File: src/hbp_pkg.sv
// ----------------------------------------------------------------------------
// hbp_pkg: shared types and constants of the Huffman bit packer
// Item codes, field widths and the command/status bundles that pass
// between the controller and the datapath.
// ----------------------------------------------------------------------------
`default_nettype none

package hbp_pkg;

  localparam int unsigned SYM_W      = 8;
  localparam int unsigned CODE_W     = 32;
  localparam int unsigned LEN_IN_W   = 6;
  localparam int unsigned CNT_W      = 24;
  localparam int unsigned S_TDATA_W  = 48;
  localparam int unsigned M_TDATA_W  = 40;

  localparam logic [1:0] MODE_LOAD   = 2'd0;
  localparam logic [1:0] MODE_ENCODE = 2'd1;
  localparam logic [1:0] MODE_FLUSH  = 2'd2;

  localparam logic [1:0] KIND_DATA   = 2'd0;
  localparam logic [1:0] KIND_ERROR  = 2'd1;
  localparam logic [1:0] KIND_END    = 2'd2;

  localparam logic [CNT_W-1:0] CAP_RESET = 24'd4096;

  typedef struct packed {
    logic tbl_wr;   // write table entry from the input item
    logic tbl_rd;   // look up the input item's symbol
    logic load_w;   // merge held bits and code into the pack register
    logic pack;     // send one byte from the pack register
    logic settle;   // park leftover bits in the accumulator
    logic bad;      // report an unusable symbol
    logic pad;      // send the zero-padded partial byte
    logic fin;      // send the summary and start a new message
  } hbp_cmd_t;

  typedef struct packed {
    logic err;
    logic bad_sym;
    logic t_ge8;
    logic pend_nz;
    logic over_cap;
    logic can_emit;
  } hbp_sts_t;

endpackage

`default_nettype wire

File: src/hbp_ctrl.sv
// ----------------------------------------------------------------------------
// hbp_ctrl: sequencing controller of the Huffman bit packer
// Takes one input item at a time and steps the datapath through lookup,
// byte packing, padding and the end-of-message summary.
// ----------------------------------------------------------------------------
`default_nettype none

module hbp_ctrl (
  input  wire logic              clk_i,
  input  wire logic              rst_ni,
  input  wire logic              s_tvalid_i,
  input  wire logic [1:0]        s_mode_i,
  output logic                   s_tready_o,
  input  wire hbp_pkg::hbp_sts_t sts_i,
  output hbp_pkg::hbp_cmd_t      cmd_o
);

  import hbp_pkg::*;

  typedef enum logic [2:0] {
    ST_IDLE,
    ST_LOOK,
    ST_BAD,
    ST_PACK,
    ST_PAD,
    ST_END
  } state_e;

  state_e state_q, state_d;
  logic   fire;

  assign s_tready_o = (state_q == ST_IDLE);
  assign fire       = s_tvalid_i && s_tready_o;

  always_comb begin
    state_d = state_q;
    cmd_o   = '0;
    case (state_q)
      ST_IDLE: begin
        if (fire) begin
          case (s_mode_i)
            MODE_LOAD: cmd_o.tbl_wr = 1'b1;
            MODE_ENCODE: begin
              if (!sts_i.err) begin
                cmd_o.tbl_rd = 1'b1;
                state_d      = ST_LOOK;
              end
            end
            MODE_FLUSH: state_d = (!sts_i.err && sts_i.pend_nz) ? ST_PAD : ST_END;
            default: ;
          endcase
        end
      end
      ST_LOOK: begin
        if (sts_i.bad_sym) begin
          state_d = ST_BAD;
        end else begin
          cmd_o.load_w = 1'b1;
          state_d      = ST_PACK;
        end
      end
      ST_BAD: begin
        if (sts_i.can_emit) begin
          cmd_o.bad = 1'b1;
          state_d   = ST_IDLE;
        end
      end
      ST_PACK: begin
        if (sts_i.t_ge8) begin
          if (sts_i.can_emit) begin
            cmd_o.pack = 1'b1;
            // a capacity error ends the item; the rest of its bits drop
            if (sts_i.over_cap) state_d = ST_IDLE;
          end
        end else begin
          cmd_o.settle = 1'b1;
          state_d      = ST_IDLE;
        end
      end
      ST_PAD: begin
        if (sts_i.can_emit) begin
          cmd_o.pad = 1'b1;
          state_d   = ST_END;
        end
      end
      ST_END: begin
        if (sts_i.can_emit) begin
          cmd_o.fin = 1'b1;
          state_d   = ST_IDLE;
        end
      end
      default: state_d = ST_IDLE;
    endcase
  end

  always_ff @(posedge clk_i or negedge rst_ni) begin
    if (!rst_ni) begin
      state_q <= ST_IDLE;
    end else begin
      state_q <= state_d;
    end
  end

endmodule

`default_nettype wire

File: config.mk
export PLATFORM = sky130hd
export DESIGN_NAME = hbp_ctrl
export DESIGN_NICKNAME = d
export VERILOG_FILES = /design/src/hbp_pkg.sv /design/src/hbp_ctrl.sv
export SDC_FILE = /design/constraint.sdc
export NUM_CORES = 1
export LEC_CHECK = 0
export BUFFER_PORTS_ARGS = -buffer_cell sky130_fd_sc_hd__buf_2
export CORE_AREA = 2 2 39 41
export CTS_CLUSTER_SIZE = 16
export DETAILED_ROUTE_END_ITERATION = 7
export DIE_AREA = 0 0 41 43
export SLEW_MARGIN = 20
export SYNTH_ARGS = -nofsm -noshare
export SYNTH_HDL_FRONTEND = slang
export SYNTH_SLANG_ARGS = --single-unit
File: constraint.sdc
create_clock -name clk_i -period 2.2 [get_ports clk_i]
set_clock_uncertainty 0.2 [all_clocks]
set_input_delay 0.22 -clock clk_i [delete_from_list [all_inputs] [get_ports clk_i]]
set_output_delay 0.22 -clock clk_i [all_outputs]
set_load 0.02 [all_outputs]
# Word level (Yosys, flattened, before mapping)
# Cells that the tools add are included.
[word_totals]
reg_bits = 3
word_cells = 47
[op_classes]
eq_ne = 14
mux = 25
n_reduce_logical = 7
[op_table]
columns = ["cell", "n"]
rows = [
  ["3-bit two-way mux", 7],
  ["3-bit case mux with 5 select lines", 1],
  ["1-bit two-way mux", 13],
  ["3-bit inequality test (second input constant)", 3],
  ["7-bit AND reduction", 1],
  ["3-bit by 2-bit equality test with 1-bit output (second input constant)", 2],
  ["3-bit equality test (second input constant)", 2],
  ["2-bit two-way mux", 3],
  ["3-bit case mux with 2 select lines", 1],
  ["2-bit by 1-bit inequality test with 1-bit output (second input constant)", 2],
  ["3-bit by 1-bit equality test with 1-bit output (second input constant)", 1],
  ["3-bit logical NOT", 1],
  ["3-bit by 1-bit inequality test with 1-bit output (second input constant)", 1],
  ["2-bit by 1-bit equality test with 1-bit output (second input constant)", 1],
  ["2-bit equality test (second input constant)", 1],
  ["1-bit logical AND", 2],
  ["2-bit logical NOT", 1],
  ["2-bit inequality test (second input constant)", 1],
  ["2-bit OR reduction", 1],
  ["1-bit logical NOT", 1],
]

# Logic depth before layout (Yosys ltp)
# Gate-level depths: netlist of the first run.
[depth]
ltp_word = 6
depth_mapped = 5
depth_no_buf = 4

# Worst setup path after synthesis of the first run
# Ideal clock, no wire load.
[synth_path]
path_type = "reg-to-output"
start = "register state_q[0]"
end = "output port cmd_o[6] (netlist bit)"
arrival_ps = 1593
t_required_ps = 1780
setup_slack_ps = 187
path_stages_with_launch = 5
path_buffers = 1
cell_sequence = "dfrtp_1 > buf_6 > nor3_2 > nand3b_1 > nor3b_1"
[synth_lines]
columns = ["item", "line_no", "source"]
rows = [
  ["from (decl)", "hbp_ctrl.sv:29", "state_e state_q, state_d;"],
  ["from (signal assigned)", "hbp_ctrl.sv:100", "state_q <= state_d;"],
  ["to (decl)", "hbp_ctrl.sv:15", "output hbp_pkg::hbp_cmd_t cmd_o"],
]

==> metrics, run 1 <==
status=finished, final reports clean; Bufs on Longest Clock Path=2; Peak Freq=approximately 520 MHz; worst r2r src=state_q[0]; antenna fix cells=0; r2r setup slk=~0.61 ns; clock-pin slew on the worst setup and hold paths=around 0.040 ns; Hold Violations, Final=0; PostCTS Resize Cnt=0; chip height=roughly 43 microns; CP arrival=1.50 ns; Synth Warn #=0; pre-CTS WS=roughly 0.53 ns; Die X=just over 40 microns; HPWL Detailed=~630 microns; number of vias per cell=4.53; Slew headroom=0.771; largest net degree at the start of global routing=11; DR iter-0 viols=1; Seq/Total Area, Yosys=0.234; Biggest register=state_q; first-pass GRT wire length=between 1000 and 1500 microns; hold buffers post-CTS=1; max-cap violation count=0; average cell area after synthesis=just under 8 sq um; initial antenna violation count=0; CTS tree=built; # port buffers=19; Sinks on Clock Net=3; Final Util=0.333; Critical Path End Type=output port; RSZ-0062 raised after global routing=false; most frequent cells in the layout=19 x buf_2, 6 x nor2_1, 5 x nand2_1; core area=1380 sq um; Hold WS=0.114 ns; vias in the first global route=306; worst hold path type=primary input to asynchronous set/reset pin; Yosys cell types=25; Slew @ Worst Pin=0.343 ns; post-CTS setup buffers=0; CTS Buf Count=3; I/O Pins=20; FF-to-FF End=state_q[0]; wire per inst=between 9 and 10 microns; root buf cell=clkbuf_4; Worst VDD drop=~300 uV; final setup TNS=0 ns; row count=14; largest registers=state_q (3); PD cells=between 1000 and 1500 nW/um^2; clk_lat worst skew=roughly 0.23 ns; post-route setup slack=around 0.28 ns; Die Area=around 1800 sq um; max reg flops=3; Initial Util=0.231; Routability Congestion=roughly 0.75; top-area cell type share of the netlist area=0.234; Max Slew Vio Count=0; gr usage total=0.0985; Layout Nets=76; fin area=between 400 and 500 sq um; syn nets=52; crit path kind=flop to output port; drt pass-1 iters=2; synthesized area=roughly 320 sq um; Routed WL=roughly 790 microns; Layout area overhead=43.8%; Post-DRT Antenna Nets=0; Final min period=1.92 ns; Tcrit/Tclk final=0.871; startpoint types=flop; # setup viols final=0; Yosys top cell by area=dfrtp_1; GRT overflow=0; DP Area=424 sq um; synth top area cells=dfrtp_1 23%, nor2_1 7.0%, nor3_2 6.3%, nand2_1 5.9%, a221oi_2 4.7%; number of remaining DRC errors=0; share of cells above drive strength 1=0.469; leading cell type in the layout, fill and taps excluded=buf_2; Leak=about 0.22 nW; CTS H-Tree Depth=1; Crit Path Max Fanout=10; Seq cells post-synth=3; total number of vias=362; Mapped Cells=just over 40; R2R cell count=4; CP required=1.78 ns
## synthesized netlist by cell type
library cell,n
a21boi_0,1
a2111oi_1,1
nand2b_1,2
nor3b_1,2
o21ai_0,1
inv_2,1
and2b_4,1
nand3b_1,1
nor2b_2,1
dfrtp_1,3
a221oi_2,1
a211oi_1,1
inv_1,1
nor3_2,2
nand2_1,5
a21oi_2,1
a211o_1,1
nor3_1,2
buf_6,1
mux2i_1,1
nor2b_1,1
nand3_1,1
nor2_1,6
and2_2,1
a21oi_1,2
## how the worst max path moves through the flow
stage / endpoint / slack (ns) / cells after the start / startpoint
2_1_floorplan: cmd_o[6] / 0.19 / 4 / state_q[0]
3_3_place_gp: cmd_o[6] / 0.56 / 4 / state_q[0]
3_5_place_dp: cmd_o[6] / 0.53 / 4 / state_q[0]
4_1_cts: cmd_o[6] / 0.28 / 4 / state_q[0]
5_1_grt: cmd_o[6] / 0.19 / 4 / state_q[0]
6_report: cmd_o[6] / 0.28 / 4 / state_q[0]
## cell families (layout without fill, tap and decap cells)
group                  after synthesis  count (layout)  synth area share
and+or+nand+nor                     25              25             0.449
AOI/OAI and AO/OA                    9               9             0.227
DFF                                  3               3             0.234
buffers and inverters                3              26            0.0586
muxes                                1               1            0.0313
## cell type report
class	count	area (sq um)
Inverter	2	7.51
Clock buffer	4	26.3
Timing Repair Buffer	20	105
Fill cell	162	923
Tap cell	16	20.0
Multi-Input combinational cell	35	226
Sequential cell	3	75.1
## stage by stage
step	cells	total power, mW
3_5_place_dp	75	0.423
6_report	80	0.519
3_3_place_gp	75	0.427
5_1_grt	80	0.562
4_1_cts	80	0.526
2_1_floorplan	41	0.364
## layer usage
metal	vias up	global-route usage	routed length, microns	part of all wire
met5	-	0	0	0
met4	0	0.0600	0	0
met3	0	0.0314	36	0.045
met2	7	0.150	415	0.52
met1	165	0.113	341	0.43
li1	190	-	-	-
## worst max-delay path: stages, from the launching register on
cell	delay, ns
dfrtp_1	0.47
nor3_2	0.29
nand3b_1	0.14
nor3b_1	0.17
buf_2	0.19
## where the power goes
part           internal, mW  switching, mW
Combinational         0.124          0.163
Sequential           0.0802         0.0568
Clock                0.0679         0.0272
No activity file was read; power rests on OpenSTA's default activity.
==> run 2, diff against run 1 <==
Settings changed: ABC_CLOCK_PERIOD_IN_PS set to 2200, CELL_PAD_IN_SITES_DETAIL_PLACEMENT set to 1, CELL_PAD_IN_SITES_GLOBAL_PLACEMENT set to 1, PLACE_DENSITY_LB_ADDON set to 0.1.
==> metrics, run 2 (synthesis results as in run 1) <==
status=finished, final reports clean (unchanged); Slew @ Worst Pin=0.356 ns (was 0.343 ns); Post-DRT Antenna Nets=0 (unchanged); Layout Nets=76 (unchanged); leading cell type in the layout, fill and taps excluded=buf_2 (unchanged); clk_lat worst skew=0.23 ns (about the same); most frequent cells in the layout=19 x buf_2, 6 x nor2_1, 5 x nand2_1 (unchanged); number of vias per cell=4.53 (unchanged); HPWL Detailed=737 microns (was 625 microns); Die Area=1760 sq um (unchanged); row count=14 (unchanged); R2R cell count=4 (unchanged); first-pass GRT wire length=1460 microns (was 1170 microns); chip height=43 microns (unchanged); CTS H-Tree Depth=1 (unchanged); Critical Path End Type=output port (unchanged); pre-CTS WS=0.503 ns (was 0.534 ns); FF-to-FF End=state_q[0] (unchanged); critical path's slowest cell=dfrtp_1 (unchanged); worst r2r src=state_q[0] (unchanged); root buf cell=clkbuf_4 (unchanged); gr usage total=0.122 (was 0.0985); sequential share of power=0.268 (was 0.264); max reg flops=3 (unchanged); CP required=1.78 ns (about the same); Leak=0.219 nW (unchanged); r2r setup slk=0.61 ns (about the same); crit path kind=flop to output port (unchanged); fillers=182 (was 162); wire per inst=10.8 microns (was 9.91 microns); Tcrit/Tclk final=0.871 (about the same); startpoint types=flop (unchanged); part of the power in the clock network=0.179 (was 0.183); Routed WL=867 microns (was 793 microns); post-route setup slack=0.284 ns (was 0.283 ns); share of cells above drive strength 1=0.469 (unchanged); DR iter-0 viols=1 (unchanged); I/O Pins=20 (unchanged); Layout area overhead=43.8% (unchanged); largest net degree at the start of global routing=11 (unchanged); slowest stage delay, CP=0.48 ns (was 0.47 ns); Final min period=1.92 ns (about the same); Worst VDD drop=478 uV (was 296 uV); core area=1380 sq um (unchanged); Max Slew Vio Count=0 (unchanged); CTS tree=built (unchanged); vias in the first global route=359 (was 306); max-cap violation count=0 (unchanged); switch share=0.479 (was 0.476); Sinks on Clock Net=3 (unchanged); # port buffers=19 (unchanged); antenna fix cells=0 (unchanged); Hold Violations, Final=0 (unchanged); total number of vias=362 (unchanged); Bufs on Longest Clock Path=2 (unchanged); switching pwr=250 uW (was 247 uW); number of remaining DRC errors=0 (unchanged); CP arrival=1.50 ns (about the same); GRT overflow=0 (unchanged); DP Area=424 sq um (unchanged); fin area=460 sq um (unchanged); worst hold path type=primary input to asynchronous set/reset pin (unchanged); drt pass-1 iters=2 (unchanged); final setup TNS=0 ns (unchanged); # setup viols final=0 (unchanged); Slew headroom=0.762 (was 0.771); RSZ-0062 raised after global routing=false (unchanged); Initial Util=0.231 (unchanged); Peak Freq=522 MHz (about the same); largest registers=state_q (3) (unchanged); PD cells=1130 nW/um^2 (about the same); initial antenna violation count=0 (unchanged); Critical Path, Cell by Cell=nor3_2 -> nand3b_1 -> nor3b_1 -> buf_2 (unchanged); CTS Buf Count=3 (unchanged); Routability Congestion=0.677 (was 0.747); Biggest register=state_q (unchanged); Die X=41 microns (unchanged); Crit Path Max Fanout=10 (unchanged); clock-pin slew on the worst setup and hold paths=0.04 ns (about the same); Internal=272 uW (about the same); PostCTS Resize Cnt=0 (unchanged); Comb pwr share=0.552 (was 0.553)
[run 2: cell counts in the layout (fill, tap and decap cells not counted)]
Identical to the previous run, type by type.
[run 2: worst max path at each step]
stage	slack, ns	end	start	depth (start not counted)
floorplan	0.19	cmd_o[6]	state_q[0]	4
global placement	0.55	cmd_o[6]	state_q[0]	4
detailed placement	0.50	cmd_o[6]	state_q[0]	4
CTS	0.24	cmd_o[6]	state_q[0]	4
global route	0.11	cmd_o[6]	state_q[0]	4
finish	0.28	cmd_o[6]	state_q[0]	4
[run 2: power by group through the flow]
stage | clock, mW | sequential (mW) | combinational (mW)
after floorplan | 0 | 0.110 | 0.254
after global placement | 0 | 0.141 | 0.296
after CTS | 0.0989 | 0.142 | 0.295
after global routing | 0.103 | 0.148 | 0.322
final | 0.0936 | 0.140 | 0.288
after detailed placement | 0 | 0.142 | 0.293
[run 2: area by class of cell]
type	instances	area, sq um	area share
Sequential cell	3	75.1	0.163
Clock buffer	4	26.3	0.0571
Inverter	2	7.51	0.0163
Timing Repair Buffer	20	105	0.228
Tap cell	16	20.0	0.0435
Multi-Input combinational cell	35	226	0.492
[run 2: metal layers]
metal / global-route usage / vias up / share of wire
met3: 0.0471 / 0 / 0.067
met4: 0.0400 / 0 / 0
met5: 0 / - / 0
met1: 0.166 / 154 / 0.48
met2: 0.172 / 15 / 0.45
li1: - / 193 / -
[run 2: timing repair]
action,in CTS,in global routing
setup buffers,0,0
hold buffers,1,0
hold endpoints to repair,3,0
[run 2: critical path, delay by kind of cell (launching register included)]
family | cells | cell delay (ns)
buf+inv | 1 | 0.19
flops | 1 | 0.48
simple gates | 3 | 0.59
[run 2: stage by stage]
| stage | std cells | utilization | power, mW | hold WS (ns) |
|---|---|---|---|---|
| after CTS | 80 | 0.333 | 0.536 | 0.125 |
| after global routing | 80 | 0.333 | 0.573 | 0.151 |
| after detailed placement | 75 | 0.307 | 0.435 | -0.182 |
| after global placement | 75 | 0.307 | 0.437 | -0.184 |
| final | 80 | 0.333 | 0.522 | 0.127 |
| after floorplan | 41 | - | 0.364 | -0.276 |
==> run 3, diff against run 2 <==
--- a/config.mk
+++ b/config.mk
@@ -16,2 +16,3 @@
 export PLACE_DENSITY_LB_ADDON = 0.1
+export RECOVER_POWER = 25
 export SLEW_MARGIN = 20
==> constraint.sdc (replaced) <==
create_clock -name clk_i -period 2.2 [get_ports clk_i]
set_clock_uncertainty 0.2 [all_clocks]
set_input_delay 0.33 -clock clk_i [delete_from_list [all_inputs] [get_ports clk_i]]
set_output_delay 0.33 -clock clk_i [all_outputs]
set_load 0.02 [all_outputs]
==> metrics, run 3 (synthesis results as in run 1) <==
switching pwr=260 uW (was 250 uW); final setup TNS=0 ns (unchanged); crit path kind=flop to output port (unchanged); Final Power=537 uW (was 522 uW); root buf cell=clkbuf_4 (unchanged); Leak=0.217 nW (was 0.219 nW); Multi-input gate area=233 sq um (was 226 sq um); total number of vias=362 (unchanged); gr usage total=0.122 (unchanged); Peak Freq=499 MHz (was 522 MHz); switch share=0.484 (was 0.479); Routed WL=872 microns (was 867 microns); Initial Util=0.231 (unchanged); row count=14 (unchanged); number of remaining DRC errors=0 (unchanged); Bufs on Longest Clock Path=2 (unchanged); Die X=41 microns (unchanged); clock-pin slew on the worst setup and hold paths=0.04 ns (about the same); Hold Violations, Final=0 (unchanged); Post-Place Cells=75 (unchanged); Max Slew Vio Count=0 (unchanged); startpoint types=flop (unchanged); CP arrival=1.48 ns (was 1.50 ns); first-pass GRT wire length=1460 microns (unchanged); number of vias per cell=4.53 (unchanged); post-route setup slack=0.195 ns (was 0.284 ns); Sinks on Clock Net=3 (unchanged); CTS Buf Count=3 (unchanged); wire per inst=10.9 microns (was 10.8 microns); Layout area overhead=45.3% (was 43.8%); Biggest register=state_q (unchanged); worst hold path type=primary input to asynchronous set/reset pin (unchanged); Layout Nets=76 (unchanged); Worst VDD drop=499 uV (was 478 uV); Final min period=2.01 ns (was 1.92 ns); part of the power in the clock network=0.177 (was 0.179); Tcrit/Tclk final=0.911 (was 0.871); Critical Path End Type=output port (unchanged); Crit Path Max Fanout=10 (unchanged); Finished Layout Cells=80 (unchanged); antenna fix cells=0 (unchanged); Die Area=1760 sq um (unchanged); CTS tree=built (unchanged); # port buffers=19 (unchanged); largest net degree at the start of global routing=11 (unchanged); chip height=43 microns (unchanged); max-cap violation count=0 (unchanged); Post-DRT Antenna Nets=0 (unchanged); CTS H-Tree Depth=1 (unchanged); GRT overflow=0 (unchanged); status=finished, final reports clean (unchanged); Internal=277 uW (was 272 uW); Comb pwr share=0.548 (was 0.552); DR iter-0 viols=2 (was 1); CP required=1.67 ns (was 1.78 ns); leading cell type in the layout, fill and taps excluded=buf_2 (unchanged); fillers=182 (unchanged); # setup viols final=0 (unchanged); Routability Congestion=0.677 (unchanged); RSZ-0062 raised after global routing=false (unchanged); FF/Latch Area=75.1 sq um (unchanged); I/O Pins=20 (unchanged); share of cells above drive strength 1=0.453 (was 0.469); Slew headroom=0.762 (about the same); drt pass-1 iters=2 (unchanged); max reg flops=3 (unchanged); initial antenna violation count=0 (unchanged); PD cells=1150 nW/um^2 (was 1130 nW/um^2); HPWL Detailed=737 microns (unchanged); largest registers=state_q (3) (unchanged); core area=1380 sq um (unchanged); sequential share of power=0.275 (was 0.268); most frequent cells in the layout=18 x buf_2, 6 x nor2_1, 5 x nand2_1 (was 19 x buf_2, 6 x nor2_1, 5 x nand2_1); pre-CTS WS=0.393 ns (was 0.503 ns); post-CTS setup buffers=0 (unchanged); vias in the first global route=359 (unchanged); clk_lat worst skew=0.23 ns (about the same); Slew @ Worst Pin=0.356 ns (about the same)
[run 3: cell count changes in the layout (fill, tap and decap cells not counted)]
| cell | delta |
|---|---|
| nor3_2 | -1 |
| nor3_4 | +1 |
| buf_2 | -1 |
| clkbuf_1 | +1 |
[run 3: layout make-up]
cell class,instances,area share
well taps,16,0.0430
clock buffers,4,0.0565
inverters,2,0.0161
flip-flops and latches,3,0.161
repair buffers,20,0.223
multi-input cells,35,0.500
[run 3: critical path, stage by stage, from the launching register on]
cell and delay [ns]:
dfrtp_1 0.49, nor3_4 0.26, nand3b_1 0.13, nor3b_1 0.18, buf_2 0.19
[run 3: stage by stage]
stage / hold slack (ns) / util / area [sq um]
6_report: 0.246 / 0.336 / 465
5_1_grt: 0.266 / 0.336 / 465
2_1_floorplan: -0.166 / - / 320
3_3_place_gp: -0.0744 / 0.307 / 424
3_5_place_dp: -0.0723 / 0.307 / 424
4_1_cts: 0.235 / 0.333 / 460
[run 3: worst paths after layout]
path | startpoint | to | slack (ns) | cells past startpoint
worst max-delay path | state_q[0] | cmd_o[6] | 0.19 | 4
worst min-delay path | rst_ni | state_q[2] | 0.25 | 2
worst max register to register | state_q[0] | state_q[0] | 0.58 | 4
worst min register to register | state_q[2] | state_q[1] | 0.46 | 1
max in group asynchronous | rst_ni | state_q[1] | 1.40 | 2
min in group clk_i | s_tvalid_i | state_q[2] | 0.27 | 4
[run 3: power groups by stage]
stage,Sequential [mW],Clock [mW],Combinational (mW)
floorplan,0.110,0,0.254
global placement,0.141,0,0.296
detailed placement,0.142,0,0.293
CTS,0.142,0.0989,0.295
global route,0.156,0.103,0.328
finish,0.148,0.0949,0.294
[run 3: what timing repair did]
item / 4_1_cts / 5_1_grt
resized for setup: 0 / 1
hold buffers: 1 / 0
hold endpoints to repair: 3 / 0
endpoints found under the setup margin: 0 / 1
[run 3: routing by layer]
layer	track usage	vias up	wire length (microns)	share of wire
li1	-	192	-	-
met1	0.166	153	420	0.48
met2	0.172	17	386	0.44
met3	0.0471	0	64	0.073
met4	0.0400	0	0	0
met5	0	-	0	0
